**src/sv/bbpc_pkg.sv**
```systemverilog
// Shared constants and types for the binary boundary pixel counter.
package bbpc_pkg;

   localparam int DEF_MAX_WIDTH  = 4096;
   localparam int DEF_COUNT_BITS = 24;

   localparam int FRAME_BITS    = 13;
   localparam int ROW_BITS      = 12;
   localparam int OUT_BITS      = 24;
   localparam int CSR_ADDR_BITS = 1;
   localparam int REQ_BYTES     = 1;
   localparam int RSP_BITS      = 2 * OUT_BITS;

   localparam logic [FRAME_BITS-1:0] ROW_LIMIT         = 13'd4096;
   localparam logic [FRAME_BITS-1:0] WIDTH_RESET       = 13'd640;
   localparam logic [FRAME_BITS-1:0] HEIGHT_RESET      = 13'd480;

   localparam logic [CSR_ADDR_BITS-1:0] REG_FRAME_WIDTH  = 1'd0;
   localparam logic [CSR_ADDR_BITS-1:0] REG_FRAME_HEIGHT = 1'd1;

   // scan -> tally
   typedef struct packed {
      logic [1:0] boundary_inc;
      logic       white_inc;
      logic       done;
   } tally_req_type;

endpackage

```
**src/sv/bbpc_tally.sv**
```systemverilog
// Saturating boundary and area totals with the result register.
module bbpc_tally #(
   parameter int COUNT_BITS = bbpc_pkg::DEF_COUNT_BITS
) (
   input  logic                             clock,
   input  logic                             reset,
   input  bbpc_pkg::tally_req_type          tally_req,
   output logic                             tally_ready,
   output logic                             rsp_valid,
   input  logic                             rsp_ready,
   output logic [bbpc_pkg::OUT_BITS-1:0]    boundary_count,
   output logic [bbpc_pkg::OUT_BITS-1:0]    white_count
);
   import bbpc_pkg::*;

   logic [COUNT_BITS-1:0] bnd_ff, bnd_in;
   logic [COUNT_BITS-1:0] wht_ff, wht_in;
   logic [COUNT_BITS:0]   bnd_sum, wht_sum;
   logic [COUNT_BITS-1:0] bnd_sat, wht_sat;
   logic [COUNT_BITS+OUT_BITS-1:0] bnd_ext, wht_ext;
   logic                  rsp_valid_ff, rsp_valid_in;
   logic [OUT_BITS-1:0]   bnd_out_ff, wht_out_ff;
   logic                  emit;

   assign tally_ready = !rsp_valid_ff || rsp_ready;
   assign emit        = tally_req.done && tally_ready;

   assign bnd_sum = {1'b0, bnd_ff} + (COUNT_BITS+1)'(tally_req.boundary_inc);
   assign wht_sum = {1'b0, wht_ff} + (COUNT_BITS+1)'(tally_req.white_inc);
   assign bnd_sat = bnd_sum[COUNT_BITS] ? '1 : bnd_sum[COUNT_BITS-1:0];
   assign wht_sat = wht_sum[COUNT_BITS] ? '1 : wht_sum[COUNT_BITS-1:0];
   assign bnd_ext = {{OUT_BITS{1'b0}}, bnd_sat};
   assign wht_ext = {{OUT_BITS{1'b0}}, wht_sat};

   always_comb begin
      bnd_in       = bnd_sat;
      wht_in       = wht_sat;
      rsp_valid_in = rsp_valid_ff && !rsp_ready;
      if (emit) begin
         bnd_in       = '0;
         wht_in       = '0;
         rsp_valid_in = 1'b1;
      end
   end

   always_ff @(posedge clock) begin
      if (reset) begin
         bnd_ff       <= '0;
         wht_ff       <= '0;
         rsp_valid_ff <= 1'b0;
      end else begin
         bnd_ff       <= bnd_in;
         wht_ff       <= wht_in;
         rsp_valid_ff <= rsp_valid_in;
      end
   end

   always_ff @(posedge clock) begin
      if (emit) begin
         bnd_out_ff <= bnd_ext[OUT_BITS-1:0];
         wht_out_ff <= wht_ext[OUT_BITS-1:0];
      end
   end

   assign rsp_valid      = rsp_valid_ff;
   assign boundary_count = bnd_out_ff;
   assign white_count    = wht_out_ff;

endmodule

```
**config.mk**
```make
export PLATFORM = sky130hd
export DESIGN_NAME = bbpc_tally
export DESIGN_NICKNAME = d
export VERILOG_FILES = /design/src/sv/bbpc_pkg.sv /design/src/sv/bbpc_tally.sv
export SDC_FILE = /design/constraint.sdc
export NUM_CORES = 1
export LEC_CHECK = 0
export BUFFER_PORTS_ARGS = -buffer_cell sky130_fd_sc_hd__buf_2
export CORE_ASPECT_RATIO = 1.1
export CORE_MARGIN = 4
export CORE_UTILIZATION = 60
export DETAILED_ROUTE_END_ITERATION = 16
export PLACE_DENSITY = 0.79
export SYNTH_ARGS = -nofsm -noshare
export SYNTH_HDL_FRONTEND = slang
export SYNTH_SLANG_ARGS = --single-unit
```
**constraint.sdc**
```tcl
create_clock -name clock -period 4.4 [get_ports clock]
set_input_delay 0.88 -clock clock [delete_from_list [all_inputs] [get_ports clock]]
set_output_delay 0.88 -clock clock [all_outputs]
set_load 0.005 [all_outputs]
```
==> results.ini, run 1 <==
[sta]
skew_ps=9.61
maxSlewHeadroom=0.373
worstMarginPinSlew_ps=940
hold_viol_final=0
fin_crit_sh=0.587
holdWs_ps=539
min_period_ps=2580
setup_ws_ps=1820
slew_viol_final=0
timing.fmax_mhz=387
tns_ps=0
setup_viol_count_final=0
rsz0062_at_grt=false

[floorplan]
die_w_microns=87.5
initial_core_util=0.625
rows=31
die_h_microns=95.4
num_io_pins=57
die_area_sq_mm=0.00835
core_area_sq_mm=0.00667

[logic_synthesis]
synth-compound-area-share=0.115
synth-main-ff-cell=dfxtp_1
synth-edff-count=48
synthMuxAreaShare=0
synthArstFlopShare=0
syn_area_per_cell_sq_um=10.6
yosysSeqAreaShare=0.581
synth_fa_ha_area_frac=0.0168
synth_cells=392
synth_xor_area_frac=0.0399
ys_seq_elements=97
syn_area_sq_mm=0.00417
ys_warn_count=0
synthSimpleGateAreaFrac=0.212
synth_cell_type_count=50
synth_fp_nets=404
synth_top_family_by_area=simple AND/OR/NAND/NOR gates

[cts]
numCtsBuffers=9
cts_tree=yes
post_cts_buffers=0
path_clk_slew_ps=90
clk_latency_ps=350
cts.root.buffer_cell=clkbuf_8
clock-sinks=97
cts_buffer_depth=2
cts_max_level=3
hold_buffers=0
cts_resized=0

[job]
max_cap_viol_count=0

[setup_path]
cp-start-kind=primary input
path_buf_inv=3
path_class=primary input to flop
critPathMaxFanout=34
startpoint=tally_req[2]
crit_family=simple AND/OR/NAND/NOR gates
reg2reg_from=bnd_ff[0]
worst_setup_path_end_kind=flop
arrival_ps=2860
cpPeakStageDelay_ps=430
critical_path_required_ps=4670
cp_cell_sequence=buf_2, ha_1, inv_1, fa_1, nand4b_1, nor2_1, nand3_1, buf_4, a21oi_1
cp_slowest_cell=fa_1

[pwr]
power.density_mw_per_mm2=333
ir_drop_uv=204
power.total_mw=1.54
p_leak_nw=1.82

[placement]
port_buffers=56
dp_hpwl_mm=6.15
pre_cts_ws_ps=1470
place_congestion=0.841

[global_routing]
grtUsageTotal=0.219
grt-ovfl-total=0
antenna_found_initial=0
grt_max_degree=50
grt_pass1_vias=3021
grt_pass1_wl_mm=14.4

[final_layout]
diodes=0
area_growth_pct=11.0
drive_gt1_frac=0.176
finish.net_count=455

[drt]
drt.antenna.violating_nets=0
drt_iter0_drc=221
avgViaCountPerCell=6.11
wire_per_inst_microns=16.7
first_pass_iters=6
drc_errors=0
wirelength_mm=8.84
vias=3236

[outcome]
outcome=finished clean

[min_path]
hold_class=flop to flop
hp-start=wht_ff[21]

[cell usage after synthesis, drive strengths merged, types with 9 or more instances]
cell	number	area, sq um
nand2	50	190
a21oi	34	170
inv	12	45.0
edfxtp	48	1440
buf	11	78.8
dfxtp	49	981
nor4	13	81.3
nand3	27	140
xnor2	10	87.6
xor2	9	78.8
a31oi	15	93.8
nor3	10	50.1
nand4	13	87.6
[worst register-to-register path, cell delays in order, from the launching register on]
cell,delay [ps]
dfxtp_1,320
ha_1,150
inv_1,60
fa_1,430
nand4b_1,300
nor2_1,370
nand3_1,130
buf_4,280
a21oi_1,190
[flip-flops by register name, summed over array words and instances, names as in the netlist]
name,flops
bnd_ff,24
rsp_valid,1
boundary_count,24
wht_ff,24
white_count,24
[placed cells by master, fill, tap and decap left out, types with 12 or more instances in the layout]
cell      netlist  routed
nor4_1         13      13
nand3_1        26      26
dfxtp_1        49      49
nand4_1        12      12
edfxtp_1       48      48
inv_1          12      12
nand2_1        49      49
buf_2           3      56
a21oi_1        34      34
a31oi_1        15      15
[metrics by stage]
stage | cells | util | cell area, sq um
after CTS | 530 | 0.694 | 4630
final | 530 | 0.694 | 4630
after detailed placement | 514 | 0.669 | 4460
after floorplan | 392 | - | 4170
after global routing | 530 | 0.694 | 4630
after global placement | 514 | 0.669 | 4460
[worst paths after layout]
kind,end,slack [ps],depth (start not counted)
max,bnd_ff[1],1820,9
min,wht_ff[21],540,2
max reg2reg,bnd_ff[1],2110,8
min reg2reg,wht_ff[21],540,2
[where the power goes]
| part | total [mW] | internal, mW | switching [mW] | leakage [nW] |
|---|---|---|---|---|
| sequential | 0.981 | 0.973 | 0.00789 | 0.873 |
| clock | 0.494 | 0.204 | 0.290 | 0.0753 |
| combinational | 0.0685 | 0.0255 | 0.0430 | 0.876 |
[cell families after synthesis]
logic type | after synthesis
flip-flops | 97
buffers and inverters | 30
AND/OR/NAND/NOR | 163
adder cells (fa/ha/maj) | 5
AO/OA/AOI/OAI | 78
XOR/XNOR | 19
[per-layer routing]
metal | part of all wire | GRT usage | vias to the layer above
li1 | - | - | 1579
met1 | 0.40 | 0.268 | 1547
met5 | 0 | 0 | -
met2 | 0.54 | 0.389 | 96
met4 | 0.016 | 0.0831 | 0
met3 | 0.041 | 0.0320 | 14
[layout make-up]
type	count	area, sq um
clock inverters	5	32.5
flip-flops and latches	97	2420
clock buffers	11	131
repair buffers	58	295
multi-input cells	265	1600
inverters	12	45.0
fillers	540	2040
well taps	82	103
No activity file was read; power rests on OpenSTA's default activity.
==> inputs of run 2 (changes only) <==
--- a/config.mk
+++ b/config.mk
@@ -8,9 +8,9 @@
 export BUFFER_PORTS_ARGS = -buffer_cell sky130_fd_sc_hd__buf_2
 export CORE_ASPECT_RATIO = 1.1
 export CORE_MARGIN = 4
-export CORE_UTILIZATION = 60
+export CORE_UTILIZATION = 57
 export DETAILED_ROUTE_END_ITERATION = 16
-export PLACE_DENSITY = 0.79
+export PLACE_DENSITY = 0.75
 export SYNTH_ARGS = -nofsm -noshare
 export SYNTH_HDL_FRONTEND = slang
 export SYNTH_SLANG_ARGS = --single-unit
==> constraint.sdc (replaced) <==
create_clock -name clock -period 2.5 [get_ports clock]
set_input_delay 0.5 -clock clock [delete_from_list [all_inputs] [get_ports clock]]
set_output_delay 0.5 -clock clock [all_outputs]
set_load 0.005 [all_outputs]
==> results.ini, run 2 (synthesis gave the netlist of run 1 again) <==
[global_routing]
grt_pass1_vias=3081  ; was 3021
grt_max_degree=50  ; unchanged
antenna_found_initial=0  ; unchanged
grt_pass1_wl_mm=14.7  ; was 14.4 mm
grtUsageTotal=0.212  ; was 0.219
grt-ovfl-total=0  ; unchanged

[drt]
first_pass_iters=4  ; was 6
avgViaCountPerCell=5.92  ; was 6.11
vias=3198  ; was 3236
drt_iter0_drc=181  ; was 221
drt.antenna.violating_nets=0  ; unchanged
wirelength_mm=8.65  ; was 8.84 mm
wire_per_inst_microns=16.0  ; was 16.7 microns
drc_errors=0  ; unchanged

[floorplan]
die_area_sq_mm=0.00875  ; was 0.00835 sq mm
die_w_microns=89.6  ; was 87.5 microns
die_h_microns=97.7  ; was 95.4 microns
rows=32  ; was 31
initial_core_util=0.592  ; was 0.625
core_area_sq_mm=0.00705  ; was 0.00667 sq mm
num_io_pins=57  ; unchanged

[cts]
cts_resized=0  ; unchanged
post_cts_buffers=0  ; unchanged
clk_latency_ps=370  ; was 350 ps
cts_tree=yes  ; unchanged
cts_buffer_depth=2  ; unchanged
numCtsBuffers=9  ; unchanged
path_clk_slew_ps=90  ; about the same
cts.root.buffer_cell=clkbuf_8  ; unchanged
hold_buffers=0  ; unchanged
cts_max_level=3  ; unchanged
clock-sinks=97  ; unchanged

[setup_path]
cp-start-kind=flop  ; was primary input
crit_family=simple AND/OR/NAND/NOR gates  ; unchanged
arrival_ps=2630  ; was 2860 ps
cpPeakStageDelay_ps=590  ; was 430 ps
cp_cell_sequence=ha_1, inv_1, fa_1, nand4b_1, nor4_1, a22oi_1, a21oi_1  ; was buf_2, ha_1, inv_1, fa_1, nand4b_1, nor2_1, nand3_1, buf_4, a21oi_1
critPathMaxFanout=4  ; was 34
worst_setup_path_end_kind=flop  ; unchanged
path_buf_inv=1  ; was 3
critical_path_required_ps=2790  ; was 4670 ps
path_class=flop to flop  ; was primary input to flop
cp_slowest_cell=nor4_1  ; was fa_1

[sta]
slew_viol_final=0  ; unchanged
holdWs_ps=308  ; was 539 ps
skew_ps=7.25  ; was 9.61 ps
setup_ws_ps=161  ; was 1820 ps
setup_viol_count_final=0  ; unchanged
worstMarginPinSlew_ps=953  ; was 940 ps
timing.fmax_mhz=428
maxSlewHeadroom=0.365  ; was 0.373
rsz0062_at_grt=false  ; unchanged
fin_crit_sh=0.935
hold_viol_final=0  ; unchanged
min_period_ps=2340

[final_layout]
final_cell_mix=buf_2, nand2_1, dfxtp_1  ; unchanged
area_growth_pct=13.6  ; was 11.0%
fin_util=0.672  ; was 0.694
finish.net_count=462  ; was 455
layout_commonest_cell=buf_2  ; unchanged
diodes=0  ; unchanged
n_fill_cell=551  ; was 540
drive_gt1_frac=0.191  ; was 0.176

[pwr]
ir_drop_uv=453  ; was 204 uV
p_leak_nw=1.89  ; was 1.82 nW
power.density_mw_per_mm2=626  ; was 333 mW/mm^2

[outcome]
outcome=finished clean  ; unchanged

[placement]
dp_hpwl_mm=5.92  ; was 6.15 mm
pre_cts_ws_ps=-70.5  ; was 1470 ps
port_buffers=56  ; unchanged
place_congestion=0.810  ; was 0.841

[min_path]
hold_class=primary input to flop  ; was flop to flop

[job]
max_cap_viol_count=0  ; unchanged

-- run 2: cell count changes in the layout (fill, tap and decap cells not counted), sizes merged --
cell / change
clkinv: +2
clkbuf: -2
clkinvlp: -3
buf: +7
bufinv: +2
inv: +1
-- run 2: final timing paths --
path	from	to	slack [ps]	cells after the start
max	bnd_ff[0]	bnd_ff[21]	160	7
min	reset	rsp_valid	310	2
max reg2reg	bnd_ff[0]	bnd_ff[21]	160	7
min reg2reg	rsp_valid	rsp_valid	520	2
-- run 2: routing by layer --
layer	track usage	wire length, microns	vias to the layer above
li1	-	-	1589
met1	0.259	3490	1509
met2	0.357	4570	86
met3	0.0365	409	14
met4	0.0951	179	0
met5	0	0	-
-- run 2: worst reg2reg max path: cells and delay by family (launching register included) --
kind | cells | cell delay [ps]
fa+ha+maj | 2 | 550
compound gates | 2 | 420
buf+inv | 1 | 50
flops | 1 | 320
simple gates | 2 | 920
-- run 2: through the flow --
stage | instances | setup TNS, ps | power (mW) | area [sq um]
after floorplan | 392 | 0 | 1.82 | 4170
after global placement | 524 | 0 | 1.89 | 4520
after detailed placement | 524 | -195 | 1.89 | 4520
after CTS | 540 | 0 | 3.00 | 4740
after global routing | 540 | 0 | 3.09 | 4740
final | 540 | 0 | 2.97 | 4740
-- run 2: power breakdown --
group          switching (mW)  internal (mW)  leakage [nW]
logic                  0.0749         0.0474         0.908
registers              0.0134           1.71         0.873
clock network           0.555          0.565         0.113
-- run 2: layout make-up --
| cell class | count | area [sq um] | share of cell area |
|---|---|---|---|
| inverters | 12 | 45.0 | 0.00951 |
| clock inverters | 7 | 93.8 | 0.0198 |
| repair buffers | 65 | 348 | 0.0734 |
| well taps | 85 | 106 | 0.0224 |
| clock buffers | 9 | 124 | 0.0261 |
| multi-input cells | 265 | 1600 | 0.337 |
| flip-flops and latches | 97 | 2420 | 0.511 |
==> inputs of run 3 (changes only) <==
--- a/config.mk
+++ b/config.mk
@@ -11,6 +11,7 @@
 export CORE_UTILIZATION = 57
 export DETAILED_ROUTE_END_ITERATION = 16
 export PLACE_DENSITY = 0.75
+export REMOVE_ABC_BUFFERS = 1
 export SYNTH_ARGS = -nofsm -noshare
 export SYNTH_HDL_FRONTEND = slang
 export SYNTH_SLANG_ARGS = --single-unit
==> results.ini, run 3 (synthesis gave the netlist of run 1 again) <==
[outcome]
outcome=finished clean  ; unchanged

[drt]
drc_errors=0  ; unchanged
vias=3258  ; was 3198
drt_iter0_drc=190  ; was 181
wirelength_mm=8.48  ; was 8.65 mm
first_pass_iters=4  ; unchanged
drt.antenna.violating_nets=0  ; unchanged
wire_per_inst_microns=15.6  ; was 16.0 microns
avgViaCountPerCell=5.99  ; was 5.92

[final_layout]
fin_cells=544  ; was 540
area_growth_pct=13.8  ; was 13.6%
final_cell_mix=buf_2, nand2_1, dfxtp_1  ; unchanged
n_fill_cell=567  ; was 551
finish.net_count=466  ; was 462
diodes=0  ; unchanged
layout_commonest_cell=buf_2  ; unchanged
fin_util=0.673  ; was 0.672
drive_gt1_frac=0.192  ; was 0.191

[min_path]
hp-start=reset  ; unchanged
hold_class=primary input to flop  ; unchanged

[floorplan]
rows=32  ; unchanged
die_h_microns=97.7  ; unchanged
initial_core_util=0.592  ; unchanged
die_area_sq_mm=0.00875  ; unchanged
core_area_sq_mm=0.00705  ; unchanged
die_w_microns=89.6  ; unchanged
num_io_pins=57  ; unchanged

[setup_path]
cpPeakStageDelay_ps=420  ; was 590 ps
startpoint=bnd_ff[0]  ; unchanged
cp_slowest_cell=nor4_1  ; unchanged
arrival_ps=2280  ; was 2630 ps
cp_cell_sequence=ha_1, inv_1, fa_1, and4b_1, nand2_1, nor4_1, nor2_1  ; was ha_1, inv_1, fa_1, nand4b_1, nor4_1, a22oi_1, a21oi_1
reg2reg_from=bnd_ff[0]  ; unchanged
cp-start-kind=flop  ; unchanged
path_class=flop to flop  ; unchanged
critPathMaxFanout=6  ; was 4
worst_setup_path_end_kind=flop  ; unchanged
crit_end=boundary_count[20]  ; was bnd_ff[21]
reg2regPathDepth=7  ; unchanged
critical_path_required_ps=2590  ; was 2790 ps
regToRegSetupSlack_ps=310  ; was 160 ps
r2r-end=boundary_count[20]  ; was bnd_ff[21]

[placement]
dp_hpwl_mm=5.75  ; was 5.92 mm
dp_cells=528  ; was 524
place_congestion=0.937  ; was 0.810
port_buffers=56  ; unchanged

[cts]
cts_resized=0  ; unchanged
cts_buffer_depth=2  ; unchanged
clock-sinks=97  ; unchanged
hold_buffers=0  ; unchanged
cts_tree=yes  ; unchanged
cts.root.buffer_cell=clkbuf_8  ; unchanged
path_clk_slew_ps=90  ; about the same
cts_max_level=3  ; unchanged
post_cts_buffers=0  ; unchanged
numCtsBuffers=9  ; unchanged
clk_latency_ps=350  ; was 370 ps

[sta]
min_period_ps=2190  ; was 2340 ps
hold_viol_final=0  ; unchanged
worstMarginPinSlew_ps=970  ; was 953 ps
skew_ps=11.9  ; was 7.25 ps
maxSlewHeadroom=0.354  ; was 0.365
setup_viol_count_final=0  ; unchanged
fin_crit_sh=0.875  ; was 0.935
timing.fmax_mhz=457  ; was 428 MHz
slew_viol_final=0  ; unchanged
rsz0062_at_grt=false  ; unchanged

[pwr]
power.total_mw=2.81  ; was 2.97 mW
ir_drop_uv=383  ; was 453 uV
p_leak_nw=1.89  ; about the same
power.density_mw_per_mm2=593  ; was 626 mW/mm^2

[global_routing]
grt_max_degree=50  ; unchanged
grt-ovfl-total=0  ; unchanged
antenna_found_initial=0  ; unchanged
grt_pass1_vias=3087  ; was 3081
grtUsageTotal=0.202  ; was 0.212
grt_pass1_wl_mm=14.2  ; was 14.7 mm

[job]
max_cap_viol_count=0  ; unchanged

-- run 3: worst min path at each step --
| stage | slack [ps] | to | cells after the start |
|---|---|---|---|
| 2_1_floorplan | 480 | wht_ff[23] | 1 |
| 3_3_place_gp | 490 | rsp_valid | 2 |
| 3_5_place_dp | 520 | rsp_valid | 2 |
| 4_1_cts | 320 | rsp_valid | 2 |
| 5_1_grt | 320 | rsp_valid | 2 |
| 6_report | 330 | rsp_valid | 2 |
-- run 3: through the flow --
stage	setup WS, ps	setup TNS, ps	hold WS (ps)	cell area, sq um
floorplan	-270	-13410	484	4070
global route	173	0	322	4740
finish	313	0	331	4740
global placement	143	0	490	4560
CTS	303	0	318	4740
detailed placement	35.9	0	516	4560
-- run 3: layout make-up --
cell class / instances / area [sq um] / area share
clock inverters: 3 / 42.5 / 0.00897
repair buffers: 69 / 390 / 0.0823
inverters: 12 / 45.0 / 0.00949
flip-flops and latches: 97 / 2420 / 0.511
well taps: 85 / 106 / 0.0224
clock buffers: 13 / 139 / 0.0293
multi-input cells: 265 / 1600 / 0.337
-- run 3: worst max-delay path, delay by kind of cell (launching register included) --
family | cells | cell delay (ps)
adder cells (fa/ha/maj) | 2 | 580
AND/OR/NAND/NOR | 4 | 970
buffers and inverters | 1 | 60
flip-flops | 1 | 320
-- run 3: where the power goes --
part	switching, mW	internal, mW	leakage (nW)	total [mW]
Combinational	0.0748	0.0476	0.934	0.122
Sequential	0.0116	1.71	0.873	1.72
Clock	0.504	0.464	0.0876	0.967
Total	0.590	2.22	1.89	2.81
-- run 3: per-layer routing --
| layer | GRT usage | vias up | wire (microns) |
|---|---|---|---|
| met4 | 0.0813 | 0 | 86 |
| met2 | 0.346 | 94 | 4410 |
| met1 | 0.248 | 1560 | 3580 |
| li1 | - | 1596 | - |
| met3 | 0.0314 | 8 | 410 |
| met5 | 0 | - | 0 |
